File: src/sv/itrd_pkg.sv
package itrd_pkg;

    // Width of the integer that is converted.
    localparam int VALUE_BITS = 31;

    // Radix register and its legal range.
    localparam int RADIX_W = 6;
    localparam logic [RADIX_W-1:0] RADIX_MIN = RADIX_W'(2);
    localparam logic [RADIX_W-1:0] RADIX_MAX = RADIX_W'(36);
    localparam logic [RADIX_W-1:0] RADIX_RESET = RADIX_W'(10);

    // Character and digit encoding.
    localparam int CHAR_W = 7;
    localparam int DIGIT_W = 6;
    localparam logic [CHAR_W-1:0] CHAR_ZERO = CHAR_W'(48);
    localparam logic [CHAR_W-1:0] CHAR_ALPHA = CHAR_W'(65);
    localparam logic [DIGIT_W-1:0] DECIMAL_DIGITS = DIGIT_W'(10);

    // Digit counter and digit store index widths.
    localparam int CNT_W = $clog2(VALUE_BITS + 1);
    localparam int IDX_W = $clog2(VALUE_BITS);

    // Job queue between the front and back parts.
    localparam int FIFO_DEPTH = 2;
    localparam int FIFO_PTR_W = $clog2(FIFO_DEPTH);
    localparam int FIFO_CNT_W = $clog2(FIFO_DEPTH + 1);

    // One conversion job: the value, its radix and the radix reciprocal.
    typedef struct packed {
        logic [VALUE_BITS-1:0] value;
        logic [RADIX_W-1:0]    radix;
        logic [VALUE_BITS-1:0] recip;
    } job_t;

    // A job together with its valid flag, as passed between the parts.
    typedef struct packed {
        logic valid;
        job_t job;
    } job_req_t;

    // Map a digit value to its ASCII character.
    function automatic logic [CHAR_W-1:0] to_ascii(input logic [DIGIT_W-1:0] d);
        logic [CHAR_W-1:0] c;
        if (d < DECIMAL_DIGITS)
        begin
            c = CHAR_ZERO + CHAR_W'(d);
        end
        else
        begin
            c = CHAR_ALPHA + CHAR_W'(d - DECIMAL_DIGITS);
        end
        return c;
    endfunction

endpackage

File: src/sv/integer_to_radix_digits.sv
// Integer to radix digits converter.
// Input channel: in_valid / in_stall with value; a transfer happens when
// in_valid is high and in_stall is low. Each value produces a run of ASCII
// digit characters on the output channel (out_valid / out_stall with
// digit_char and last), most significant digit first, last set on the final
// character. Zero produces the single character '0'.
// The radix is written through cfg_wr_en / cfg_wr_data; the user must write
// it only while the block is idle, which the block itself does not enforce.
// Values below 2 act as 2 and above 36 act as 36. Reset sets it to 10.
// A two-entry job queue lets the input side accept items while a conversion
// runs. Each digit is found by a reciprocal multiply, then a correction;
// all digits of an item are computed before its first character is emitted,
// at most 31 digits in binary. The converter works on one item at a time and
// takes a new item from the queue only after the last character of the
// previous one has been emitted.
// When the receiver stalls, the output register holds its character and the
// converter waits; further inputs collect in the queue until it fills.
// Reset clears the queue, the sequencer and the output valid; no clearing
// pass is needed.
module integer_to_radix_digits (
    input  logic                             clk,
    input  logic                             rst_n,
    input  logic                             cfg_wr_en,
    input  logic [itrd_pkg::RADIX_W-1:0]     cfg_wr_data,
    input  logic                             in_valid,
    output logic                             in_stall,
    input  logic [itrd_pkg::VALUE_BITS-1:0]  value,
    output logic                             out_valid,
    input  logic                             out_stall,
    output logic [itrd_pkg::CHAR_W-1:0]      digit_char,
    output logic                             last
);
    import itrd_pkg::*;

    job_req_t push;
    job_req_t head;
    logic     fifo_full;
    logic     pop;

    // Front part: radix register, clamping and reciprocal lookup.
    itrd_front u_front (
        .clk         (clk),
        .rst_n       (rst_n),
        .cfg_wr_en   (cfg_wr_en),
        .cfg_wr_data (cfg_wr_data),
        .in_valid    (in_valid),
        .in_stall    (in_stall),
        .value       (value),
        .fifo_full   (fifo_full),
        .push        (push)
    );

    // Job queue between the two parts.
    itrd_fifo u_fifo (
        .clk   (clk),
        .rst_n (rst_n),
        .push  (push),
        .full  (fifo_full),
        .head  (head),
        .pop   (pop)
    );

    // Back part: repeated division and reversed emission.
    itrd_back u_back (
        .clk        (clk),
        .rst_n      (rst_n),
        .head       (head),
        .pop        (pop),
        .out_valid  (out_valid),
        .out_stall  (out_stall),
        .digit_char (digit_char),
        .last       (last)
    );

endmodule

File: src/sv/itrd_front.sv
module itrd_front (
    input  logic                             clk,
    input  logic                             rst_n,
    input  logic                             cfg_wr_en,
    input  logic [itrd_pkg::RADIX_W-1:0]     cfg_wr_data,
    input  logic                             in_valid,
    output logic                             in_stall,
    input  logic [itrd_pkg::VALUE_BITS-1:0]  value,
    input  logic                             fifo_full,
    output itrd_pkg::job_req_t               push
);
    import itrd_pkg::*;

    localparam logic [VALUE_BITS:0] POW = {1'b1, {VALUE_BITS{1'b0}}};

    logic [RADIX_W-1:0]    radix_reg;
    logic [RADIX_W-1:0]    radix_next;
    logic [RADIX_W-1:0]    eff_radix;
    logic [VALUE_BITS-1:0] recip_tab [RADIX_MIN:RADIX_MAX];

    // Reciprocal table: floor(2^VALUE_BITS / r) for every legal radix.
    for (genvar g = RADIX_MIN; g <= RADIX_MAX; g++)
    begin : g_recip
        localparam logic [VALUE_BITS:0] RECIP = POW / (VALUE_BITS + 1)'(g);
        assign recip_tab[g] = RECIP[VALUE_BITS-1:0];
    end

    // Radix register, written from the configuration port.
    always_comb
    begin
        radix_next = radix_reg;
        if (cfg_wr_en)
        begin
            radix_next = cfg_wr_data;
        end
    end

    always_ff @(posedge clk or negedge rst_n)
    begin
        if (!rst_n)
        begin
            radix_reg <= RADIX_RESET;
        end
        else
        begin
            radix_reg <= radix_next;
        end
    end

    // Clamp the radix into its legal range.
    always_comb
    begin
        if (radix_reg < RADIX_MIN)
        begin
            eff_radix = RADIX_MIN;
        end
        else if (radix_reg > RADIX_MAX)
        begin
            eff_radix = RADIX_MAX;
        end
        else
        begin
            eff_radix = radix_reg;
        end
    end

    // Build the job and push it whenever the queue has room.
    assign in_stall        = fifo_full;
    assign push.valid      = in_valid && !fifo_full;
    assign push.job.value  = value;
    assign push.job.radix  = eff_radix;
    assign push.job.recip  = recip_tab[eff_radix];

endmodule

File: src/sv/itrd_fifo.sv
module itrd_fifo (
    input  logic                clk,
    input  logic                rst_n,
    input  itrd_pkg::job_req_t  push,
    output logic                full,
    output itrd_pkg::job_req_t  head,
    input  logic                pop
);
    import itrd_pkg::*;

    job_t                  ent_reg [FIFO_DEPTH];
    logic [FIFO_PTR_W-1:0] wr_ptr_reg;
    logic [FIFO_PTR_W-1:0] wr_ptr_next;
    logic [FIFO_PTR_W-1:0] rd_ptr_reg;
    logic [FIFO_PTR_W-1:0] rd_ptr_next;
    logic [FIFO_CNT_W-1:0] cnt_reg;
    logic [FIFO_CNT_W-1:0] cnt_next;
    logic                  do_pop;

    assign full       = (cnt_reg == FIFO_CNT_W'(FIFO_DEPTH));
    assign head.valid = (cnt_reg != '0);
    assign head.job   = ent_reg[rd_ptr_reg];
    assign do_pop     = pop && head.valid;

    // Pointer and occupancy update.
    always_comb
    begin
        wr_ptr_next = wr_ptr_reg;
        rd_ptr_next = rd_ptr_reg;
        cnt_next    = cnt_reg;
        if (push.valid)
        begin
            wr_ptr_next = wr_ptr_reg + FIFO_PTR_W'(1);
        end
        if (do_pop)
        begin
            rd_ptr_next = rd_ptr_reg + FIFO_PTR_W'(1);
        end
        if (push.valid && !do_pop)
        begin
            cnt_next = cnt_reg + FIFO_CNT_W'(1);
        end
        else if (do_pop && !push.valid)
        begin
            cnt_next = cnt_reg - FIFO_CNT_W'(1);
        end
    end

    always_ff @(posedge clk or negedge rst_n)
    begin
        if (!rst_n)
        begin
            wr_ptr_reg <= '0;
            rd_ptr_reg <= '0;
            cnt_reg    <= '0;
        end
        else
        begin
            wr_ptr_reg <= wr_ptr_next;
            rd_ptr_reg <= rd_ptr_next;
            cnt_reg    <= cnt_next;
        end
    end

    // Entry storage.
    always_ff @(posedge clk)
    begin
        if (push.valid)
        begin
            ent_reg[wr_ptr_reg] <= push.job;
        end
    end

    // A push never lands on a full queue.
    a_no_overflow: assert property (@(posedge clk) disable iff (!rst_n)
        push.valid |-> !full)
        else $error("job queue overflow");

    // Occupancy never exceeds the depth.
    a_cnt_range: assert property (@(posedge clk) disable iff (!rst_n)
        cnt_reg <= FIFO_CNT_W'(FIFO_DEPTH))
        else $error("job queue count out of range");

endmodule

File: src/sv/itrd_back.sv
module itrd_back (
    input  logic                            clk,
    input  logic                            rst_n,
    input  itrd_pkg::job_req_t              head,
    output logic                            pop,
    output logic                            out_valid,
    input  logic                            out_stall,
    output logic [itrd_pkg::CHAR_W-1:0]     digit_char,
    output logic                            last
);
    import itrd_pkg::*;

    typedef enum logic [1:0] {
        S_IDLE,
        S_MUL,
        S_FIX,
        S_EMIT
    } state_t;

    state_t                  state_reg;
    state_t                  state_next;
    logic                    out_valid_reg;
    logic                    out_valid_next;
    logic [CHAR_W-1:0]       char_reg;
    logic [CHAR_W-1:0]       char_next;
    logic                    last_reg;
    logic                    last_next;
    logic [CNT_W-1:0]        cnt_reg;
    logic [CNT_W-1:0]        cnt_next;
    logic [IDX_W-1:0]        idx_reg;
    logic [IDX_W-1:0]        idx_next;
    logic [VALUE_BITS-1:0]   rem_reg;
    logic [VALUE_BITS-1:0]   rem_next;
    logic [RADIX_W-1:0]      radix_reg;
    logic [RADIX_W-1:0]      radix_next;
    logic [VALUE_BITS-1:0]   recip_reg;
    logic [VALUE_BITS-1:0]   recip_next;
    logic [2*VALUE_BITS-1:0] prod_reg;
    logic [2*VALUE_BITS-1:0] prod_next;
    logic [DIGIT_W-1:0]      store_reg [VALUE_BITS];

    logic                    store_we;
    logic [IDX_W-1:0]        store_addr;
    logic [DIGIT_W-1:0]      store_din;
    logic                    out_free;

    logic [VALUE_BITS-1:0]   fix_qest;
    logic [6:0]              fix_prod7;
    logic [6:0]              fix_low;
    logic                    fix_over;
    logic [DIGIT_W-1:0]      fix_digit;
    logic [VALUE_BITS-1:0]   fix_quot;

    // Quotient estimate from the reciprocal product, then one correction step.
    // The estimate is low by at most one, so the remainder stays below twice
    // the radix and only its low seven bits matter.
    assign fix_qest  = prod_reg[2*VALUE_BITS-1:VALUE_BITS];
    assign fix_prod7 = 7'(fix_qest[6:0] * 7'(radix_reg));
    assign fix_low   = rem_reg[6:0] - fix_prod7;
    assign fix_over  = (fix_low >= 7'(radix_reg));
    assign fix_digit = fix_over ? DIGIT_W'(fix_low - 7'(radix_reg)) : fix_low[DIGIT_W-1:0];
    assign fix_quot  = fix_over ? fix_qest + VALUE_BITS'(1) : fix_qest;

    assign out_free = !out_valid_reg || !out_stall;

    // Sequencer: take a job, divide digit by digit, then emit in reverse.
    always_comb
    begin
        state_next     = state_reg;
        out_valid_next = out_valid_reg && out_stall;
        char_next      = char_reg;
        last_next      = last_reg;
        cnt_next       = cnt_reg;
        idx_next       = idx_reg;
        rem_next       = rem_reg;
        radix_next     = radix_reg;
        recip_next     = recip_reg;
        prod_next      = prod_reg;
        store_we       = 1'b0;
        store_addr     = cnt_reg[IDX_W-1:0];
        store_din      = fix_digit;
        pop            = 1'b0;
        case (state_reg)
            S_IDLE:
            begin
                if (head.valid)
                begin
                    pop        = 1'b1;
                    rem_next   = head.job.value;
                    radix_next = head.job.radix;
                    recip_next = head.job.recip;
                    cnt_next   = '0;
                    if (head.job.value == '0)
                    begin
                        // Zero gives the single digit zero.
                        store_we   = 1'b1;
                        store_addr = '0;
                        store_din  = '0;
                        idx_next   = '0;
                        state_next = S_EMIT;
                    end
                    else
                    begin
                        state_next = S_MUL;
                    end
                end
            end
            S_MUL:
            begin
                prod_next  = (2*VALUE_BITS)'(rem_reg) * (2*VALUE_BITS)'(recip_reg);
                state_next = S_FIX;
            end
            S_FIX:
            begin
                store_we = 1'b1;
                cnt_next = cnt_reg + CNT_W'(1);
                rem_next = fix_quot;
                if (fix_quot == '0 || cnt_next == CNT_W'(VALUE_BITS))
                begin
                    idx_next   = cnt_reg[IDX_W-1:0];
                    state_next = S_EMIT;
                end
                else
                begin
                    state_next = S_MUL;
                end
            end
            S_EMIT:
            begin
                if (out_free)
                begin
                    out_valid_next = 1'b1;
                    char_next      = to_ascii(store_reg[idx_reg]);
                    last_next      = (idx_reg == '0);
                    if (idx_reg == '0)
                    begin
                        state_next = S_IDLE;
                    end
                    else
                    begin
                        idx_next = idx_reg - IDX_W'(1);
                    end
                end
            end
            default:
            begin
                state_next = S_IDLE;
            end
        endcase
    end

    // State and registered outputs.
    always_ff @(posedge clk or negedge rst_n)
    begin
        if (!rst_n)
        begin
            state_reg     <= S_IDLE;
            out_valid_reg <= 1'b0;
            char_reg      <= '0;
            last_reg      <= 1'b0;
            cnt_reg       <= '0;
        end
        else
        begin
            state_reg     <= state_next;
            out_valid_reg <= out_valid_next;
            char_reg      <= char_next;
            last_reg      <= last_next;
            cnt_reg       <= cnt_next;
        end
    end

    // Datapath registers and the digit store.
    always_ff @(posedge clk)
    begin
        idx_reg   <= idx_next;
        rem_reg   <= rem_next;
        radix_reg <= radix_next;
        recip_reg <= recip_next;
        prod_reg  <= prod_next;
        if (store_we)
        begin
            store_reg[store_addr] <= store_din;
        end
    end

    assign out_valid  = out_valid_reg;
    assign digit_char = char_reg;
    assign last       = last_reg;

    // One correction step is always enough.
    a_fix_bound: assert property (@(posedge clk) disable iff (!rst_n)
        state_reg == S_FIX |-> fix_low < {radix_reg, 1'b0})
        else $error("remainder needs more than one correction");

    // A taken job carries a radix in the legal range.
    a_radix_range: assert property (@(posedge clk) disable iff (!rst_n)
        pop |-> (head.job.radix >= RADIX_MIN) && (head.job.radix <= RADIX_MAX))
        else $error("job radix out of range");

    // The digit count never exceeds the store depth.
    a_cnt_range: assert property (@(posedge clk) disable iff (!rst_n)
        cnt_reg <= CNT_W'(VALUE_BITS))
        else $error("digit count out of range");

endmodule
File: config.mk
export PLATFORM = sky130hd
export DESIGN_NAME = integer_to_radix_digits
export DESIGN_NICKNAME = d
export VERILOG_FILES = /design/src/sv/itrd_pkg.sv /design/src/sv/integer_to_radix_digits.sv /design/src/sv/itrd_front.sv /design/src/sv/itrd_fifo.sv /design/src/sv/itrd_back.sv
export SDC_FILE = /design/constraint.sdc
export NUM_CORES = 2
export LEC_CHECK = 0
export BUFFER_PORTS_ARGS = -buffer_cell sky130_fd_sc_hd__clkbuf_2
export CAP_MARGIN = 40
export CORE_AREA = 2 2 368 297
export CTS_BUF_LIST = sky130_fd_sc_hd__clkbuf_4 sky130_fd_sc_hd__clkbuf_8 sky130_fd_sc_hd__clkbuf_16
export CTS_CLUSTER_DIAMETER = 60
export DETAILED_ROUTE_END_ITERATION = 16
export DIE_AREA = 0 0 370 299
export GPL_TIMING_DRIVEN = 0
export PLACE_DENSITY = 0.74
export SLEW_MARGIN = 20
export SYNTH_ARGS = -nofsm -noshare
export SYNTH_HDL_FRONTEND = slang
export SYNTH_SLANG_ARGS = --single-unit
File: constraint.sdc
create_clock -name clk -period 11.97 [get_ports clk]
set_input_delay 1.197 -clock clk [delete_from_list [all_inputs] [get_ports clk]]
set_output_delay 1.197 -clock clk [all_outputs]
set_load 0.01 [all_outputs]
==> results.cfg <==
[cells_and_area]
largest_reg_flops = 186
drive_above_1_share = 0.06956
fin_nets = 6130
syn_to_final_growth_pct = 8.796
layout.cells.non_filler = 6413
fill_cells = 9486

[clocking]
cts_tree = done
clkSinkCount = 457
htree_num_levels = 2
cts_made_buffers = 38
root_buffer = clkbuf_16
hold_buffers = 0
cts_max_path_buffers = 3
post_cts_buffers = 0
cts_resized = 0
path_clk_slew_ps = 70
worstSkewPairLatency_ps = 550

[setup_path]
crit_path_max_fanout = 10
cp.required_ps = 12340
crit_arrival_ps = 10420
cp-startpoint = u_back.recip_reg[7]
reg2reg_to = u_back.prod_reg[56]
cp-endpoint = u_back.prod_reg[56]
r2r-start = u_back.recip_reg[7]
crit_path_start_kind = register
r2r_cells = 25
crit_path_end_kind = register
reg2reg_slack_ps = 1910
path_class = reg -> reg

[global_routing]
grt_first_pass_wirelength_mm = 251.8
grt_pass1_vias = 38080
grt_max_degree = 52
gr-total-overflow = 0
track_usage = 0.3143
antenna_found_initial = 13

[logic_synthesis]
netlist-cell-type-count = 77
synth_edf_count = 426
yosysTopAreaCell = fa_1
synth_common_cells = fa_1 (849), inv_1 (838), nand2_1 (600), and2_1 (528), edfxtp_1 (426)
yosysMostFrequentCell = fa_1
synth_nets = 5951
synth_top_family_by_area = adder cells
synthTopCellsByArea = fa_1 (33%), edfxtp_1 (25%), ha_1 (7.2%)
async_reset_ff_frac = 0.05689
synth-adder-area-share = 0.4047
synth_mux_area_frac = 0.04431
synth_ff_type = edfxtp_1
synth-seq-cells = 457
netlist_instances = 4767
yosys.area.top_type_share = 0.3329
yosys.area_share.simple = 0.1412
synthXorXnorAreaFrac = 0.01961
ys_warn_count = 0
synth.cell_area_um2 = 51050
seq_area_frac_synth = 0.2653
synth_compound_area_frac = 0.04326
synth.avg_cell_area_um2 = 10.71

[timing]
worst_pin_slew_ps = 1051
setup-tns-final_ps = 0
rsz0062_at_grt = false
hold_viol = 0
fin_crit_ps = 10060
holdWs_ps = 453.4
finalMaxSlewViolations = 0
final.period_utilization = 0.8401
setup_ws_ps = 1914
max_clock_freq_mhz = 99.44
setup_violations = 0
maxSlewHeadroom = 0.2991
skew_ps = 30.04

[drt]
routedWlPerCell_um = 26.62
drt-total-wl_mm = 170.7
vias = 36900
dr.pass1.iters = 6
drtIter0Drc = 4930
drcViolationCount = 0
antenna_left = 0
avgViaCountPerCell = 5.753

[placement]
gp_congestion = 1.041
post-place-ws_ps = 2160
port-buffer-count = 50
hpwl_mm = 139.2
dp_cells = 6319

[floorplan]
start_util = 0.4752
die_h_um = 299
io_pins = 52
core-area_um2 = 107400
dieArea_um2 = 110600
die_w_um = 370
num_rows = 108

[worst_hold_path]
hold_path_class = in -> async

[outcome]
status = finished, final reports clean

[job]
max-cap-violations = 0
## metrics by stage
step                  util  area [µm²]
finish              0.5170       55540
global route        0.5168       55520
CTS                 0.5150       55320
detailed placement  0.5033       54070
global placement    0.4942       53090
floorplan                -       51050
## critical path, stage by stage (launching register included)
cell and delay (ps):
edfxtp_1 490, clkbuf_1 800, and2_1 270, fa_1 440, fa_1 650, inv_1 90
fa_1 460, fa_1 540, inv_1 50, fa_1 570, fa_1 460, fa_1 530
fa_1 460, ha_1 330, and3_1 180, and4_1 350, and4_1 420, a31oi_1 200
o221ai_1 260, nor2_1 250, a31oi_1 400, o22ai_1 260, o31ai_1 660, a21oi_1 280
o21bai_1 210, xor2_1 240
## cells by family after synthesis
family          after synthesis
simple gates               1451
mux                         153
compound gates              345
fa+ha+maj                  1142
flops                       457
buf+inv                    1108
xor+xnor                    111
## placed cells by master, fill, tap and decap left out, types with 15 or more instances in the layout
| master | Yosys | layout |
|---|---|---|
| nand4_1 | 23 | 23 |
| clkbuf_2 | 0 | 55 |
| xnor2_1 | 71 | 71 |
| buf_8 | 0 | 18 |
| and2_1 | 528 | 528 |
| a21oi_1 | 88 | 88 |
| o21ai_0 | 94 | 94 |
| mux2_2 | 43 | 43 |
| nand2_1 | 600 | 600 |
| nor4_1 | 15 | 15 |
| and3_1 | 19 | 18 |
| mux2i_1 | 55 | 55 |
| dfrtp_1 | 24 | 24 |
| buf_6 | 0 | 62 |
| nor3_1 | 20 | 20 |
| a21o_1 | 48 | 48 |
| edfxtp_1 | 426 | 426 |
| clkbuf_1 | 255 | 250 |
| nor2b_1 | 29 | 29 |
| clkbuf_16 | 0 | 38 |
| nand3_1 | 40 | 40 |
| inv_1 | 838 | 836 |
| nor2_1 | 135 | 129 |
| fa_1 | 849 | 849 |
| mux4_2 | 54 | 54 |
| ha_1 | 293 | 293 |
| xor2_1 | 37 | 37 |
## layout make-up
| class | instances | area, µm² | share of cell area |
|---|---|---|---|
| diodes | 9 | 22.52 | 0.0004055 |
| plain buffers | 268 | 1021 | 0.01838 |
| clock buffers | 47 | 1018 | 0.01834 |
| clock inverters | 21 | 232.7 | 0.004190 |
| inverters | 840 | 3153 | 0.05677 |
| multi-input cells | 3202 | 33400 | 0.6012 |
| flip-flops and latches | 457 | 13550 | 0.2439 |
| well taps | 1430 | 1789 | 0.03221 |
| repair buffers | 139 | 1366 | 0.02460 |
## worst min-delay path by stage
stage,slack [ps],end,startpoint
after floorplan,460,u_fifo.wr_ptr_reg,u_fifo.wr_ptr_reg
after global placement,460,u_back.last,u_back.last
after detailed placement,470,u_back.last,u_back.last
after CTS,490,u_back.last,u_back.last
after global routing,440,u_back.digit_char[2],rst_n
final,450,u_back.digit_char[2],rst_n
## layer usage
layer / vias to the layer above / routed length (µm) / global-route usage
met3: 400 / 26660 / 0.1301
met4: 2 / 5745 / 0.08575
li1: 15300 / - / -
met2: 2582 / 69510 / 0.4420
met1: 18610 / 68760 / 0.4471
met5: - / 13 / 0
Power is not shown: default switching activity piles up to over one toggle a cycle in this logic, so the estimate is an artifact.
